## src/design/ffsa_pkg.sv

```systemverilog
// Shared types and codes for the first-fit segment allocator.
// No dependencies; every other design file imports this package.
package ffsa_pkg;

  // Fixed field widths of the item and result words
  localparam int CMD_W   = 2;
  localparam int IDX_IN_W = 4;
  localparam int SIZE_W  = 16;
  localparam int ID_W    = 16;
  localparam int STAT_W  = 3;
  localparam int TOTAL_W = 20;
  localparam int CFG_W   = 5;

  // Reset value of the segment count register
  localparam logic [CFG_W-1:0] CFG_RESET = 5'd16;

  // Command codes
  localparam logic [CMD_W-1:0] CMD_LOAD  = 2'd0;
  localparam logic [CMD_W-1:0] CMD_ALLOC = 2'd1;
  localparam logic [CMD_W-1:0] CMD_READ  = 2'd2;

  // Status codes
  localparam logic [STAT_W-1:0] ST_LOADED    = 3'd0;
  localparam logic [STAT_W-1:0] ST_EXACT     = 3'd1;
  localparam logic [STAT_W-1:0] ST_INT_FRAG  = 3'd2;
  localparam logic [STAT_W-1:0] ST_EXT_FRAG  = 3'd3;
  localparam logic [STAT_W-1:0] ST_TOO_LARGE = 3'd4;
  localparam logic [STAT_W-1:0] ST_BAD_INDEX = 3'd5;
  localparam logic [STAT_W-1:0] ST_READ      = 3'd6;

  // One segment table entry
  typedef struct packed {
    logic              busy;
    logic [ID_W-1:0]   owner;
    logic [SIZE_W-1:0] used;
    logic [SIZE_W-1:0] cap;
  } entry_t;

  // One result word
  typedef struct packed {
    logic [STAT_W-1:0]   status;
    logic [IDX_IN_W-1:0] seg;
    logic [TOTAL_W-1:0]  total;
    logic                busy;
    logic [ID_W-1:0]     owner;
    logic [SIZE_W-1:0]   cap;
  } result_t;

endpackage

```

## src/design/ffsa_table.sv

```systemverilog
// Segment table: single-port write, single-port registered read.
// Per-entry valid bits make unwritten entries read as the cleared entry.
// Depends on ffsa_pkg.
module ffsa_table #(
  parameter int DEPTH = 16,
  parameter int IDX_W = 4
) (
  input  logic                clk,
  input  logic                rst,
  input  logic                rd_en,
  input  logic [IDX_W-1:0]    rd_addr,
  output ffsa_pkg::entry_t    rd_data,
  input  logic                wr_en,
  input  logic [IDX_W-1:0]    wr_addr,
  input  ffsa_pkg::entry_t    wr_data
);
  import ffsa_pkg::*;

  entry_t           mem [DEPTH];
  logic [DEPTH-1:0] valid;

  // Write the entry
  always_ff @(posedge clk) begin
    if (wr_en) begin
      mem[wr_addr] <= wr_data;
    end
  end

  // Mark written entries; reset clears every mark at once
  always_ff @(posedge clk) begin
    if (rst) begin
      valid <= '0;
    end else if (wr_en) begin
      valid[wr_addr] <= 1'b1;
    end
  end

  // Registered read; hold the word when no read is issued
  always_ff @(posedge clk) begin
    if (rd_en) begin
      rd_data <= valid[rd_addr] ? mem[rd_addr] : '0;
    end
  end

endmodule

```

## src/design/ffsa_ctrl.sv

```systemverilog
// Sequencer and shared compare/subtract unit of the allocator.
// Scans the segment table one entry per cycle and builds the result word.
// Depends on ffsa_pkg and ffsa_table (driven from the top level).
module ffsa_ctrl #(
  parameter int MAX_SEGMENTS = 16,
  parameter int SIZE_BITS    = 16,
  parameter int IDX_W        = 4,
  parameter int CNT_W        = 5
) (
  input  logic                                clk,
  input  logic                                rst,
  // Item word
  input  logic                                in_valid,
  output logic                                in_ready,
  input  logic [ffsa_pkg::CMD_W-1:0]          cmd,
  input  logic [ffsa_pkg::IDX_IN_W-1:0]       segment_index,
  input  logic [ffsa_pkg::SIZE_W-1:0]         item_size,
  input  logic [ffsa_pkg::ID_W-1:0]           requester_id,
  input  logic [ffsa_pkg::CFG_W-1:0]          segments_in_use,
  // Table port
  output logic                                rd_en,
  output logic [IDX_W-1:0]                    rd_addr,
  input  ffsa_pkg::entry_t                    rd_data,
  output logic                                wr_en,
  output logic [IDX_W-1:0]                    wr_addr,
  output ffsa_pkg::entry_t                    wr_data,
  // Result word
  output logic                                res_valid,
  input  logic                                res_ready,
  output ffsa_pkg::result_t                   res
);
  import ffsa_pkg::*;

  localparam int KEEP = (SIZE_BITS < SIZE_W) ? SIZE_BITS : SIZE_W;
  localparam logic [SIZE_W-1:0] SIZE_MASK = SIZE_W'((32'd1 << KEEP) - 32'd1);

  localparam logic [2:0] S_IDLE   = 3'd0;
  localparam logic [2:0] S_LD_SUB = 3'd1;
  localparam logic [2:0] S_LD_ADD = 3'd2;
  localparam logic [2:0] S_SCAN   = 3'd3;
  localparam logic [2:0] S_RD     = 3'd4;
  localparam logic [2:0] S_EMIT   = 3'd5;

  logic [2:0]          state, state_next;
  logic [IDX_W-1:0]    idx, idx_next;
  logic [IDX_W-1:0]    ptr, ptr_next;
  logic [IDX_IN_W-1:0] seg_in, seg_in_next;
  logic [SIZE_W-1:0]   size, size_next;
  logic [ID_W-1:0]     rid, rid_next;
  logic [CNT_W-1:0]    n_lim, n_lim_next;
  logic [TOTAL_W-1:0]  total, total_next;
  logic [TOTAL_W-1:0]  part, part_next;
  result_t             res_next;

  logic [CNT_W-1:0]    n_now;
  logic [SIZE_W-1:0]   size_in;
  logic                bad_load, bad_read, hit, last;
  logic [SIZE_W-1:0]   share;
  logic [TOTAL_W:0]    sum;
  logic [TOTAL_W-1:0]  total_less_size;
  result_t             fail_res;

  // Clamp the segment count to the table depth
  always_comb begin
    if (32'(segments_in_use) > 32'(MAX_SEGMENTS)) begin
      n_now = CNT_W'(MAX_SEGMENTS);
    end else begin
      n_now = CNT_W'(segments_in_use);
    end
  end

  assign size_in  = item_size & SIZE_MASK;
  assign bad_load = 32'(segment_index) >= 32'(n_now);
  assign bad_read = 32'(segment_index) >= 32'(MAX_SEGMENTS);

  // Shared compare/subtract terms
  assign hit  = !rd_data.busy && (rd_data.cap >= size);
  assign last = (CNT_W'(ptr) + CNT_W'(1)) == n_lim;
  assign share = !rd_data.busy ? rd_data.cap :
                 (rd_data.cap >= rd_data.used) ? (rd_data.cap - rd_data.used) : '0;
  assign sum = {1'b0, part} + (TOTAL_W+1)'(size);
  assign total_less_size = (total >= TOTAL_W'(size)) ? (total - TOTAL_W'(size)) : '0;

  // Allocation failure word
  always_comb begin
    fail_res        = '0;
    fail_res.status = (TOTAL_W'(size_in) <= total && state == S_IDLE) ||
                      (TOTAL_W'(size) <= total && state != S_IDLE) ?
                      ST_EXT_FRAG : ST_TOO_LARGE;
    fail_res.total  = total;
  end

  assign in_ready  = (state == S_IDLE);
  assign res_valid = (state == S_EMIT);

  // Sequencer
  always_comb begin
    state_next  = state;
    idx_next    = idx;
    ptr_next    = ptr;
    seg_in_next = seg_in;
    size_next   = size;
    rid_next    = rid;
    n_lim_next  = n_lim;
    total_next  = total;
    part_next   = part;
    res_next    = res;
    rd_en       = 1'b0;
    rd_addr     = ptr;
    wr_en       = 1'b0;
    wr_addr     = idx;
    wr_data     = '0;
    case (state)
      S_IDLE: begin
        if (in_valid) begin
          idx_next    = IDX_W'(segment_index);
          seg_in_next = segment_index;
          size_next   = size_in;
          rid_next    = requester_id;
          n_lim_next  = n_now;
          ptr_next    = '0;
          res_next    = '0;
          res_next.status = ST_BAD_INDEX;
          res_next.total  = total;
          state_next  = S_EMIT;
          case (cmd)
            CMD_LOAD: begin
              if (!bad_load) begin
                rd_en      = 1'b1;
                rd_addr    = IDX_W'(segment_index);
                state_next = S_LD_SUB;
              end
            end
            CMD_ALLOC: begin
              if (n_now == '0) begin
                res_next = fail_res;
              end else begin
                rd_en      = 1'b1;
                rd_addr    = '0;
                state_next = S_SCAN;
              end
            end
            CMD_READ: begin
              if (!bad_read) begin
                rd_en      = 1'b1;
                rd_addr    = IDX_W'(segment_index);
                state_next = S_RD;
              end
            end
            default: begin
              state_next = S_EMIT;
            end
          endcase
        end
      end
      // Drop the old share of the segment from the total
      S_LD_SUB: begin
        part_next  = (total >= TOTAL_W'(share)) ? (total - TOTAL_W'(share)) : '0;
        state_next = S_LD_ADD;
      end
      // Add the new size, saturating, and write the entry back free with the new size as capacity
      S_LD_ADD: begin
        total_next      = sum[TOTAL_W] ? '1 : sum[TOTAL_W-1:0];
        wr_en           = 1'b1;
        wr_addr         = idx;
        wr_data.cap     = size;
        res_next        = '0;
        res_next.status = ST_LOADED;
        res_next.seg    = seg_in;
        res_next.total  = total_next;
        res_next.cap    = size;
        state_next      = S_EMIT;
      end
      // Test one entry per cycle, first fit wins
      S_SCAN: begin
        if (hit) begin
          wr_en           = 1'b1;
          wr_addr         = ptr;
          wr_data.busy    = 1'b1;
          wr_data.owner   = rid;
          wr_data.used    = size;
          wr_data.cap     = rd_data.cap;
          total_next      = total_less_size;
          res_next.status = (rd_data.cap == size) ? ST_EXACT : ST_INT_FRAG;
          res_next.seg    = IDX_IN_W'(ptr);
          res_next.total  = total_less_size;
          res_next.busy   = 1'b1;
          res_next.owner  = rid;
          res_next.cap    = rd_data.cap;
          state_next      = S_EMIT;
        end else if (last) begin
          res_next   = fail_res;
          state_next = S_EMIT;
        end else begin
          ptr_next   = ptr + IDX_W'(1);
          rd_en      = 1'b1;
          rd_addr    = ptr + IDX_W'(1);
        end
      end
      S_RD: begin
        res_next.status = ST_READ;
        res_next.seg    = seg_in;
        res_next.total  = total;
        res_next.busy   = rd_data.busy;
        res_next.owner  = rd_data.owner;
        res_next.cap    = rd_data.cap;
        state_next      = S_EMIT;
      end
      // Hold the word until the output register takes it
      S_EMIT: begin
        if (res_ready) begin
          state_next = S_IDLE;
        end
      end
      default: begin
        state_next = S_IDLE;
      end
    endcase
  end

  // Control state
  always_ff @(posedge clk) begin
    if (rst) begin
      state <= S_IDLE;
      total <= '0;
    end else begin
      state <= state_next;
      total <= total_next;
    end
  end

  // Working registers
  always_ff @(posedge clk) begin
    idx    <= idx_next;
    ptr    <= ptr_next;
    seg_in <= seg_in_next;
    size   <= size_next;
    rid    <= rid_next;
    n_lim  <= n_lim_next;
    part   <= part_next;
    res    <= res_next;
  end

endmodule

```

## src/design/first_fit_segment_allocator_core.sv

```systemverilog
// First-fit segment allocator. A bad index, unknown command or an allocate with a
// segment count of 0 gives its result word without a table read; a read or load reads the
// entry first, and an allocate scans the entries one table read per cycle, up to the
// segment count. The next item is taken the cycle after the result word leaves the
// sequencer; the output register lets it wait. Reset (rst, synchronous) frees every
// segment, clears the available total and sets the segment count to 16.
module first_fit_segment_allocator_core #(
  parameter int MAX_SEGMENTS = 16,
  parameter int SIZE_BITS    = 16
) (
  input  logic                              clk,
  input  logic                              rst,
  // Configuration
  input  logic                              cfg_valid,
  output logic                              cfg_ready,
  input  logic [ffsa_pkg::CFG_W-1:0]        cfg_data,
  // Item channel
  input  logic                              in_valid,
  output logic                              in_ready,
  input  logic [ffsa_pkg::CMD_W-1:0]        cmd,
  input  logic [ffsa_pkg::IDX_IN_W-1:0]     segment_index,
  input  logic [ffsa_pkg::SIZE_W-1:0]       item_size,
  input  logic [ffsa_pkg::ID_W-1:0]         requester_id,
  // Result channel
  output logic                              out_valid,
  input  logic                              out_ready,
  output logic [ffsa_pkg::STAT_W-1:0]       status,
  output logic [ffsa_pkg::IDX_IN_W-1:0]     chosen_segment,
  output logic [ffsa_pkg::TOTAL_W-1:0]      available_total,
  output logic                              segment_busy,
  output logic [ffsa_pkg::ID_W-1:0]         segment_owner,
  output logic [ffsa_pkg::SIZE_W-1:0]       segment_capacity
);
  import ffsa_pkg::*;

  localparam int IDX_W = (MAX_SEGMENTS > 1) ? $clog2(MAX_SEGMENTS) : 1;
  localparam int CNT_W = IDX_W + 1;

  logic [CFG_W-1:0] segments_in_use;
  logic             rd_en, wr_en;
  logic [IDX_W-1:0] rd_addr, wr_addr;
  entry_t           rd_data, wr_data;
  logic             res_valid, res_ready;
  result_t          res, out_q;

  // Segment count register
  assign cfg_ready = 1'b1;
  always_ff @(posedge clk) begin
    if (rst) begin
      segments_in_use <= CFG_RESET;
    end else if (cfg_valid) begin
      segments_in_use <= cfg_data;
    end
  end

  ffsa_table #(
    .DEPTH (MAX_SEGMENTS),
    .IDX_W (IDX_W)
  ) u_table (
    .clk     (clk),
    .rst     (rst),
    .rd_en   (rd_en),
    .rd_addr (rd_addr),
    .rd_data (rd_data),
    .wr_en   (wr_en),
    .wr_addr (wr_addr),
    .wr_data (wr_data)
  );

  ffsa_ctrl #(
    .MAX_SEGMENTS (MAX_SEGMENTS),
    .SIZE_BITS    (SIZE_BITS),
    .IDX_W        (IDX_W),
    .CNT_W        (CNT_W)
  ) u_ctrl (
    .clk             (clk),
    .rst             (rst),
    .in_valid        (in_valid),
    .in_ready        (in_ready),
    .cmd             (cmd),
    .segment_index   (segment_index),
    .item_size       (item_size),
    .requester_id    (requester_id),
    .segments_in_use (segments_in_use),
    .rd_en           (rd_en),
    .rd_addr         (rd_addr),
    .rd_data         (rd_data),
    .wr_en           (wr_en),
    .wr_addr         (wr_addr),
    .wr_data         (wr_data),
    .res_valid       (res_valid),
    .res_ready       (res_ready),
    .res             (res)
  );

  // Output register: take a word when empty or being drained
  assign res_ready = !out_valid || out_ready;

  always_ff @(posedge clk) begin
    if (rst) begin
      out_valid <= 1'b0;
    end else if (res_ready) begin
      out_valid <= res_valid;
    end
  end

  always_ff @(posedge clk) begin
    if (res_ready && res_valid) begin
      out_q <= res;
    end
  end

  assign status           = out_q.status;
  assign chosen_segment   = out_q.seg;
  assign available_total  = out_q.total;
  assign segment_busy     = out_q.busy;
  assign segment_owner    = out_q.owner;
  assign segment_capacity = out_q.cap;

endmodule
```

## config.mk

```make
export PLATFORM = sky130hd
export DESIGN_NAME = first_fit_segment_allocator_core
export DESIGN_NICKNAME = d
export VERILOG_FILES = /design/src/design/ffsa_pkg.sv /design/src/design/ffsa_table.sv /design/src/design/ffsa_ctrl.sv /design/src/design/first_fit_segment_allocator_core.sv
export SDC_FILE = /design/constraint.sdc
export NUM_CORES = 1
export LEC_CHECK = 0
export BUFFER_PORTS_ARGS = -buffer_cell sky130_fd_sc_hd__buf_4
export CAP_MARGIN = 20
export CORE_ASPECT_RATIO = 1.2
export CORE_UTILIZATION = 58
export DETAILED_ROUTE_END_ITERATION = 6
export HOLD_SLACK_MARGIN = 0.15
export PLACE_DENSITY = 0.74
export SYNTH_ARGS = -nofsm -noshare
export SYNTH_HDL_FRONTEND = slang
export SYNTH_SLANG_ARGS = --single-unit
```

## constraint.sdc

```tcl
create_clock -name clk -period 7 [get_ports clk]
set_clock_uncertainty 0.1 [all_clocks]
set_input_delay 0.35 -clock clk [delete_from_list [all_inputs] [get_ports clk]]
set_output_delay 0.35 -clock clk [all_outputs]
set_load 0.05 [all_outputs]
```

After elaboration in Yosys (flattened, before gate mapping) --
Memories as Yosys holds them, arrays and structs flattened. A register that Yosys moved wholly into a read port is not among the register bits. Cells that the tools add are included.
Word-level totals: memories kept 1, bits in writable memories 784, register bits 230
Cells by class: $add $sub $neg 6, $lt $le $gt $ge 11, bitwise operators 1, reductions and logical operators 23, eq/ne operators 13, multiplexer cells 52
Memories:
- u_table.mem | words 16, bits a word 49, rd ports 1, clocked after memory_dff 1, wr ports 1, line ffsa_table.sv:19 | entry_t mem [DEPTH];
Operator list (number):
- $mux 60 | 5
- $pmux 60 s4 | 1
- $mux 20 | 3
- $mux 49 | 1
- $ge 20x16->1 | 2
- $le 16x20->1 | 2
- $pmux 20 s2 | 1
- $sub 20x16->20 | 2
- $mux 33 | 1
- $ge 16x16->1 | 2
- $mux 16 | 2
- $mux 4 | 8
- $pmux 16 s2 | 1
- $add 20x16->21 | 1
- $mux 3 | 7
- $eq 16x16->1 | 1
- $or 16x16->16 | 1
- $pmux 4 s2 | 2
- $sub 16x16->16 | 1
- $pmux 3 s5 | 1
- $pmux 4 s3 | 1
- $lt 4x5->1 const B | 2
- $mux 1 | 10
- $pmux 3 s3 | 1
- other kinds (32) | 47

Longest topological paths before layout --
Gate-level depths: netlist of the first run.
depth in word-level cells 10, depth in mapped cells 27, gate-level depth less buffers 26

Cells and area by module --
A second synthesis of the first run with hierarchy kept.
Second synthesis, totals: cells, all modules 2524, area, all modules 43985.9 um2
By module, submodules not included:
- ffsa_table | times used 1, area an instance 31446.4 um2, cells each 1332, sequential area each 25334.3 um2
- ffsa_ctrl | times used 1, area an instance 10503.8 um2, cells each 1109, sequential area each 4214.0 um2
- first_fit_segment_allocator_core | times used 1, area an instance 2035.7 um2, cells each 83, sequential area each 1921.8 um2

Worst setup path before layout of the first run --
OpenSTA, ideal clock, no wires.
path kind register -> register, start point register, netlist name u_table.rd_data[0], end point register u_ctrl.part[10] (data pin), period minus slack after synthesis 5.723 ns, arrival 5.355 ns, data required time 6.632 ns, path slack 1.277 ns, buffers on the path 2, library setup time 0.268 ns, stages on the path, launching flop included 28, path through edfxtp_1 > inv_1 > ha_1 > fa_1 > nor2b_1 > o21ai_0 > nand2b_1 > a2111o_1 > a21oi_1 > o211ai_1 > a41oi_1 > a21oi_1 > clkbuf_1 > nand3b_1 > o21ai_0 > ha_1 > inv_1 > fa_1 > a21o_1 > a21oi_1 > o21bai_1 > a21oi_1 > o21ai_0 > a211oi_1 > o211ai_1 > a21boi_1 > clkbuf_1 > nor3_1
On the way: cells in the longest elaborated chain, start to end 4, elaborated cells between the ends (all ways) 6
Ends and longest elaborated chain:
- $sub 16x16->16 / $ge 16x16->1 (equally long branches) | line ffsa_ctrl.sv:80 | (rd_data.cap >= rd_data.used) ? (rd_data.cap - rd_data.used) : '0;
- $mux 16 | line ffsa_ctrl.sv:80
- $mux 16 (*) | line ffsa_ctrl.sv:79 | assign share = !rd_data.busy ? rd_data.cap :
- $sub 20x16->20 / $ge 20x16->1 (equally long branches) | line ffsa_ctrl.sv:158 | part_next = (total >= TOTAL_W'(share)) ? (total - TOTAL_W'(share)) : '0;
- end signal, assigned | line ffsa_ctrl.sv:240 | part <= part_next;
- end, declared | line ffsa_ctrl.sv:52 | logic [TOTAL_W-1:0] part, part_next;
Mark *: on every way between the ends. The rest lies on a longest branch, timed or not. A chain may end at the register's enable or synchronous reset.

Worst setup path after layout of the first run --
start point register, netlist name u_table.rd_data[0], end point register u_ctrl.part[13] (data pin)
On the way: cells in the longest elaborated chain, start to end 4, elaborated cells between the ends (all ways) 6
Ends and longest elaborated chain (line):
- $sub 16x16->16 / $ge 16x16->1 (equally long branches) | ffsa_ctrl.sv:80
- $mux 16 | ffsa_ctrl.sv:80
- $mux 16 (*) | ffsa_ctrl.sv:79
- $sub 20x16->20 / $ge 20x16->1 (equally long branches) | ffsa_ctrl.sv:158
Marks and branches as above.

==> results.json, run 1 <==
{
  "hp-start": "requester_id[9]",
  "die-area_um2": 78800,
  "critPathTopFamily": "compound AO/OA/AOI/OAI gates",
  "tightest_slew_ps": 1100,
  "finalSetupViolCount": 0,
  "period_needed_ps": 6510,
  "insertion_delay_ps": 680,
  "max_stage_delay_ps": 560,
  "cpMostUsedCell": "a21oi_1",
  "finalCritPeriodShare_pct": 93.1,
  "cts_resized": 0,
  "crit_type": "flop to flop",
  "drive_above_1_share_pct": 11.3,
  "whs_path_depth": 2,
  "clk_pin_slew_ps": 60,
  "finalInstanceArea_um2": 51200,
  "p_per_area_nw_per_um2": 339,
  "place_inst": 4298,
  "syn_inst": 3264,
  "worst_r2r_path_depth": 26,
  "h-tree-depth": 3,
  "holdPathEnd": "u_ctrl.rid[9]$_DFFE_PP_",
  "cts-root-buf": "clkbuf_16",
  "initial_utilization_pct": 58.8,
  "cp-end-kind": "flop",
  "dp_hpwl_um": 66400,
  "cts_tree": "built",
  "cts.sinks": 1063,
  "fin_nets": 3606,
  "layout_commonest_cell": "edfxtp_1",
  "wl_per_cell_um": 25.7,
  "grt_max_degree": 90,
  "status": "completed",
  "clock.fmax_ghz": 0.154,
  "core-area_um2": 76700,
  "tns_ps": 0,
  "ys_seq_area_share_pct": 69.8,
  "vdd_drop_max_v": 0.000245,
  "antenna_left": 0,
  "die_h_um": 307,
  "leakagePower_uw": 0.0182,
  "num_io_pins": 111,
  "grt_antenna_before_repair": 2,
  "path_buf_inv": 3,
  "crit_required_ps": 7290,
  "overflow": 0,
  "fin_hold_ws_ps": 302,
  "critical_path_arrival_ps": 6800,
  "start_kind": "flop",
  "yosys_warnings": 0,
  "grt.total_usage_pct": 29.4,
  "grt_pass1_wl_um": 173000,
  "rows": 111,
  "cap_viol_max_count": 0,
  "worstHoldPathType": "primary input to flop",
  "stdcell_count": 4552,
  "numCtsBuffers": 100,
  "synth_edf_count": 1018,
  "netlist-cell-type-count": 78,
  "synth_ff_type": "edfxtp_1",
  "clockBufferDepth": 3,
  "syn_nets": 3417,
  "syn_area_per_cell_um2": 13.8,
  "async_reset_ff_share_pct": 0,
  "first_pass_iters": 6,
  "vias_per_cell": 6.40,
  "drc": 0,
  "areaGrowthSynthToFinish_pct": 13.7,
  "synth-seq-cells": 1063,
  "grt_pass1_vias": 28564,
  "cpMaxStageDelayCell": "a211oi_1",
  "slew_headroom_pct": 26.7,
  "r2r_slack_ps": 490,
  "port-buffer-count": 109,
  "cp_max_fo": 15,
  "fp.dieW_um": 256,
  "layout_common_cells": "1,018 x edfxtp_1, 481 x nand2_1, 221 x a21oi_1",
  "drt_iter0_drc": 3250,
  "grt_setup_unrepaired": "no",
  "place_area_um2": 47300,
  "r2r-end": "u_ctrl.part[13]$_SDFFCE_PN0P_",
  "maxSlewViolCount": 0,
  "gp_congestion": 0.968,
  "syn_area_um2": 45100,
  "timing.final.hold_violations": 0,
  "num_vias": 29140,
  "r2r-start": "u_table.rd_data[0]$_SDFFCE_PN0P_",
  "drt-total-wl_um": 117000
}
-- worst max-delay path by stage --
| stage | cells after the start | start | to | slack [ps] |
|---|---|---|---|---|
| floorplan | 27 | u_table.rd_data[0]$_SDFFCE_PN0P_ | u_ctrl.part[10]$_SDFFCE_PN0P_ | 1280 |
| global placement | 26 | u_table.rd_data[0]$_SDFFCE_PN0P_ | u_ctrl.part[13]$_SDFFCE_PN0P_ | 860 |
| detailed placement | 26 | u_table.rd_data[0]$_SDFFCE_PN0P_ | u_ctrl.part[13]$_SDFFCE_PN0P_ | 680 |
| CTS | 26 | u_table.rd_data[0]$_SDFFCE_PN0P_ | u_ctrl.part[13]$_SDFFCE_PN0P_ | 600 |
| global route | 26 | u_table.rd_data[0]$_SDFFCE_PN0P_ | u_ctrl.part[13]$_SDFFCE_PN0P_ | 180 |
| finish | 26 | u_table.rd_data[0]$_SDFFCE_PN0P_ | u_ctrl.part[13]$_SDFFCE_PN0P_ | 490 |
-- logic make-up after synthesis --
logic type               after synthesis  share of synthesized area (%)
other                                  1                        0.00832
adder cells (fa/ha/maj)              105                           2.98
XOR/XNOR                              45                          0.875
AND/OR/NAND/NOR                      917                           9.41
flip-flops                          1063                           69.8
AO/OA/AOI/OAI                        662                           9.71
multiplexers                         213                           4.75
buffers and inverters                258                           2.42
-- stage by stage --
stage,util [%],total power [uW],setup slack [ps]
2_1_floorplan,-,10700,1280
3_3_place_gp,61.7,11900,857
3_5_place_dp,61.7,12000,677
4_1_cts,66.7,17400,603
5_1_grt,66.8,18000,180
6_report,66.8,17400,486
-- where the power goes --
part / internal [uW] / total [uW] / switching (uW)
combinational: 1450 / 4260 / 2810
clock: 3030 / 5350 / 2320
sequential: 7520 / 7770 / 249
-- sequential cells by signal, indices dropped and copies added, names as in the netlist, 20 cells and up --
register         cells
available_total     20
u_ctrl.total        20
u_table.rd_data     49
u_table.mem        784
u_ctrl.part         20
u_ctrl.res          60
-- per-layer routing --
metal  track usage [%]  part of all wire [%]
met4              12.4                   3.7
met5                 0                 0.011
met1              37.8                    38
met2              50.2                    50
met3              4.15                   8.9
-- what timing repair did --
item                                    in CTS  in global routing
hold endpoints to repair                    72                  0
buffers inserted                             0                  0
endpoints found under the setup margin       0                  0
hold buffers                                59                  0
-- synthesized netlist by cell type, types with 54 or more instances --
library cell     n  area (um^2)
mux2i_1        205         2050
clkbuf_1       102          383
a32oi_1        101          885
nor2_1         135          507
o21ai_0         80          400
inv_1           88          330
o22ai_1         57          357
nor4_1          54          338
edfxtp_1      1018        30600
nand2_1        486         1820
ha_1           101         1260
nor3b_1         56          420
a21o_1          59          443
a21oi_1        221         1110
-- cell type report --
cell class,instances,area (um^2)
diodes,1,2.50
clock buffers,120,2600
clock inverters,63,629
fillers,5128,25400
inverters,88,330
multi-input cells,1943,12700
flip-flops and latches,1063,31500
well taps,1017,1270
repair buffers,257,2210
Power figures use the tool's default switching activity.
==> inputs of run 2 (changes only) <==
--- a/config.mk
+++ b/config.mk
@@ -8,10 +8,10 @@
 export BUFFER_PORTS_ARGS = -buffer_cell sky130_fd_sc_hd__buf_4
 export CAP_MARGIN = 20
 export CORE_ASPECT_RATIO = 1.2
-export CORE_UTILIZATION = 58
+export CORE_UTILIZATION = 25
 export DETAILED_ROUTE_END_ITERATION = 6
 export HOLD_SLACK_MARGIN = 0.15
-export PLACE_DENSITY = 0.74
+export PLACE_DENSITY = 0.38
 export SYNTH_ARGS = -nofsm -noshare
 export SYNTH_HDL_FRONTEND = slang
 export SYNTH_SLANG_ARGS = --single-unit
==> run 2 against run 1 <==
Via count decreased by 4.5%; wire length increased by 24%; sequential power about the same; sequential cell count unchanged; sequential share of layout area decreased by 2.9 points; clock power increased by 8.6%; setup slack improved by 280 ps; cell count increased by 32%; utilization decreased by 37 points; hold slack got worse by 74 ps; non-clock buffer count increased by 40; die area increased by 130%; critical path type unchanged; largest power group unchanged.
==> results.json, run 2 (same netlist as run 1, synthesis figures left out) <==
{
  "crit_required_ps": 7340,
  "grt_pass1_vias": 28392,
  "crit_type": "flop to flop",
  "grt_setup_unrepaired": "no",
  "first_pass_iters": 5,
  "fin_hold_ws_ps": 228,
  "timing.final.hold_violations": 0,
  "tightest_slew_ps": 1160,
  "num_io_pins": 111,
  "worstHoldPathType": "primary input to flop",
  "overflow": 0,
  "whs_path_depth": 2,
  "finalCritPeriodShare_pct": 89.0,
  "fin_util_pct": 30.0,
  "antenna_left": 0,
  "cts.sinks": 1063,
  "drt-total-wl_um": 145000,
  "fp.dieW_um": 390,
  "clock.fmax_ghz": 0.160,
  "top_regs": "u_table.mem: 784 flops, u_ctrl.res: 60 flops, u_table.rd_data: 49 flops",
  "core-area_um2": 179000,
  "r2r_slack_ps": 770,
  "hp-start": "requester_id[8]",
  "clk_pin_slew_ps": 60,
  "fin_nets": 3656,
  "r2r-start": "u_table.rd_data[2]$_SDFFCE_PN0P_",
  "clockBufferDepth": 3,
  "gp_congestion": 0.841,
  "insertion_delay_ps": 750,
  "numCtsBuffers": 110,
  "cts-root-buf": "clkbuf_16",
  "port-buffer-count": 109,
  "cts_resized": 0,
  "holdPathEnd": "u_ctrl.rid[8]$_DFFE_PP_",
  "finalSetupViolCount": 0,
  "drt_iter0_drc": 1765,
  "grt_antenna_before_repair": 4,
  "p_per_area_nw_per_um2": 338,
  "die-area_um2": 182000,
  "r2r-end": "u_ctrl.part[17]$_SDFFCE_PN0P_",
  "top_register": "u_table.mem",
  "grt_pass1_wl_um": 207000,
  "fillers": 18018,
  "grt_max_degree": 67,
  "die_h_um": 467,
  "worst_r2r_path_depth": 22,
  "areaGrowthSynthToFinish_pct": 19.3,
  "cp-end-kind": "flop",
  "post_cts_buffers": 0,
  "layout_commonest_cell": "edfxtp_1",
  "cp_max_fo": 6,
  "slew_headroom_pct": 22.1,
  "tns_ps": 0,
  "period_needed_ps": 6230,
  "place_inst": 5730,
  "num_vias": 27827,
  "initial_utilization_pct": 25.2,
  "cts_tree": "built",
  "wl_per_cell_um": 24.2,
  "vias_per_cell": 4.63,
  "status": "completed",
  "vdd_drop_max_v": 0.000215,
  "dp_hpwl_um": 84600,
  "layout_common_cells": "1,018 x edfxtp_1, 481 x nand2_1, 221 x a21oi_1",
  "start_kind": "flop",
  "drc": 0,
  "drive_above_1_share_pct": 12.5,
  "largest_reg_flops": 784,
  "stdcell_count": 6005,
  "leakagePower_uw": 0.0186,
  "cap_viol_max_count": 0,
  "h-tree-depth": 3,
  "maxSlewViolCount": 0,
  "grt.total_usage_pct": 15.7,
  "rows": 170,
  "critical_path_arrival_ps": 6570
}
run 2: cell types whose count changed in the layout (fill, tap and decap cells not counted), moves of 5 or more:
cell | previous run | this run
clkinvlp_4 | 6 | 0
o21ai_1 | 0 | 6
clkinv_1 | 23 | 28
o21ai_0 | 80 | 74
dlygate4sd3_1 | 59 | 65
clkinv_2 | 17 | 29
clkbuf_16 | 101 | 111
buf_4 | 181 | 207
buf_12 | 7 | 21
run 2: worst max path at each step:
| stage | end | slack (ps) | startpoint |
|---|---|---|---|
| after floorplan | u_ctrl.part[10]$_SDFFCE_PN0P_ | 1280 | u_table.rd_data[0]$_SDFFCE_PN0P_ |
| after global placement | u_ctrl.part[19]$_SDFFCE_PN0P_ | 840 | u_table.rd_data[2]$_SDFFCE_PN0P_ |
| after detailed placement | u_ctrl.part[7]$_SDFFCE_PN0P_ | 840 | u_table.rd_data[0]$_SDFFCE_PN0P_ |
| after CTS | u_ctrl.part[17]$_SDFFCE_PN0P_ | 750 | u_table.rd_data[2]$_SDFFCE_PN0P_ |
| after global routing | u_ctrl.part[7]$_SDFFCE_PN0P_ | 220 | u_table.rd_data[0]$_SDFFCE_PN0P_ |
| final | u_ctrl.part[17]$_SDFFCE_PN0P_ | 770 | u_table.rd_data[2]$_SDFFCE_PN0P_ |
run 2: where the power goes:
group / switching [uW] / total (uW) / leakage (uW) / internal, uW
clock: 2600 / 5810 / 0.00173 / 3210
combinational: 3070 / 4620 / 0.00765 / 1550
sequential: 219 / 7740 / 0.00920 / 7520
run 2: area by class of cell:
class / count / area, um^2 / share of cell area, %
sequential: 1063 / 31500 / 58.5
multi-input combinational: 1943 / 12800 / 23.7
tap: 2408 / 3010 / 5.61
clock buffer: 132 / 2860 / 5.31
timing repair buffer: 297 / 2670 / 4.97
clock inverter: 72 / 646 / 1.20
inverter: 88 / 330 / 0.615
antenna: 2 / 5.00 / 0.00931
run 2: through the flow:
step	cell area (um^2)	setup WS [ps]	power, uW
after global placement	49500	842	12500
final	53800	769	18200
after CTS	53700	754	18400
after detailed placement	49600	836	12500
after global routing	53700	216	19000
after floorplan	45100	1280	10700
run 2: timing repair:
item,in CTS,in global routing
endpoints found under the setup margin,0,0
hold buffers,65,0
endpoints found under the hold margin,76,0
run 2: worst max-delay path, stage by stage (launching register included):
cell and delay (ps):
edfxtp_1 490, ha_1 390, nor2b_1 150, o21ai_0 160
nand2b_1 130, a2111o_1 420, a21oi_1 280, o211ai_1 170
a41oi_1 310, a21oi_1 230, nor3b_1 200, a21oi_1 210
ha_1 300, nor2b_1 140, o21ai_0 180, a21boi_0 150
o21a_1 220, o21ai_0 370, a211oi_1 220, o31ai_1 350
a21boi_0 210, nor3_1 190, mux2_2 360
run 2: per-layer routing:
metal | GRT usage (%) | routed length [um]
met1 | 20.2 | 64900
met2 | 27.7 | 72900
met3 | 1.60 | 4330
met4 | 4.58 | 3140
met5 | 0 | 0
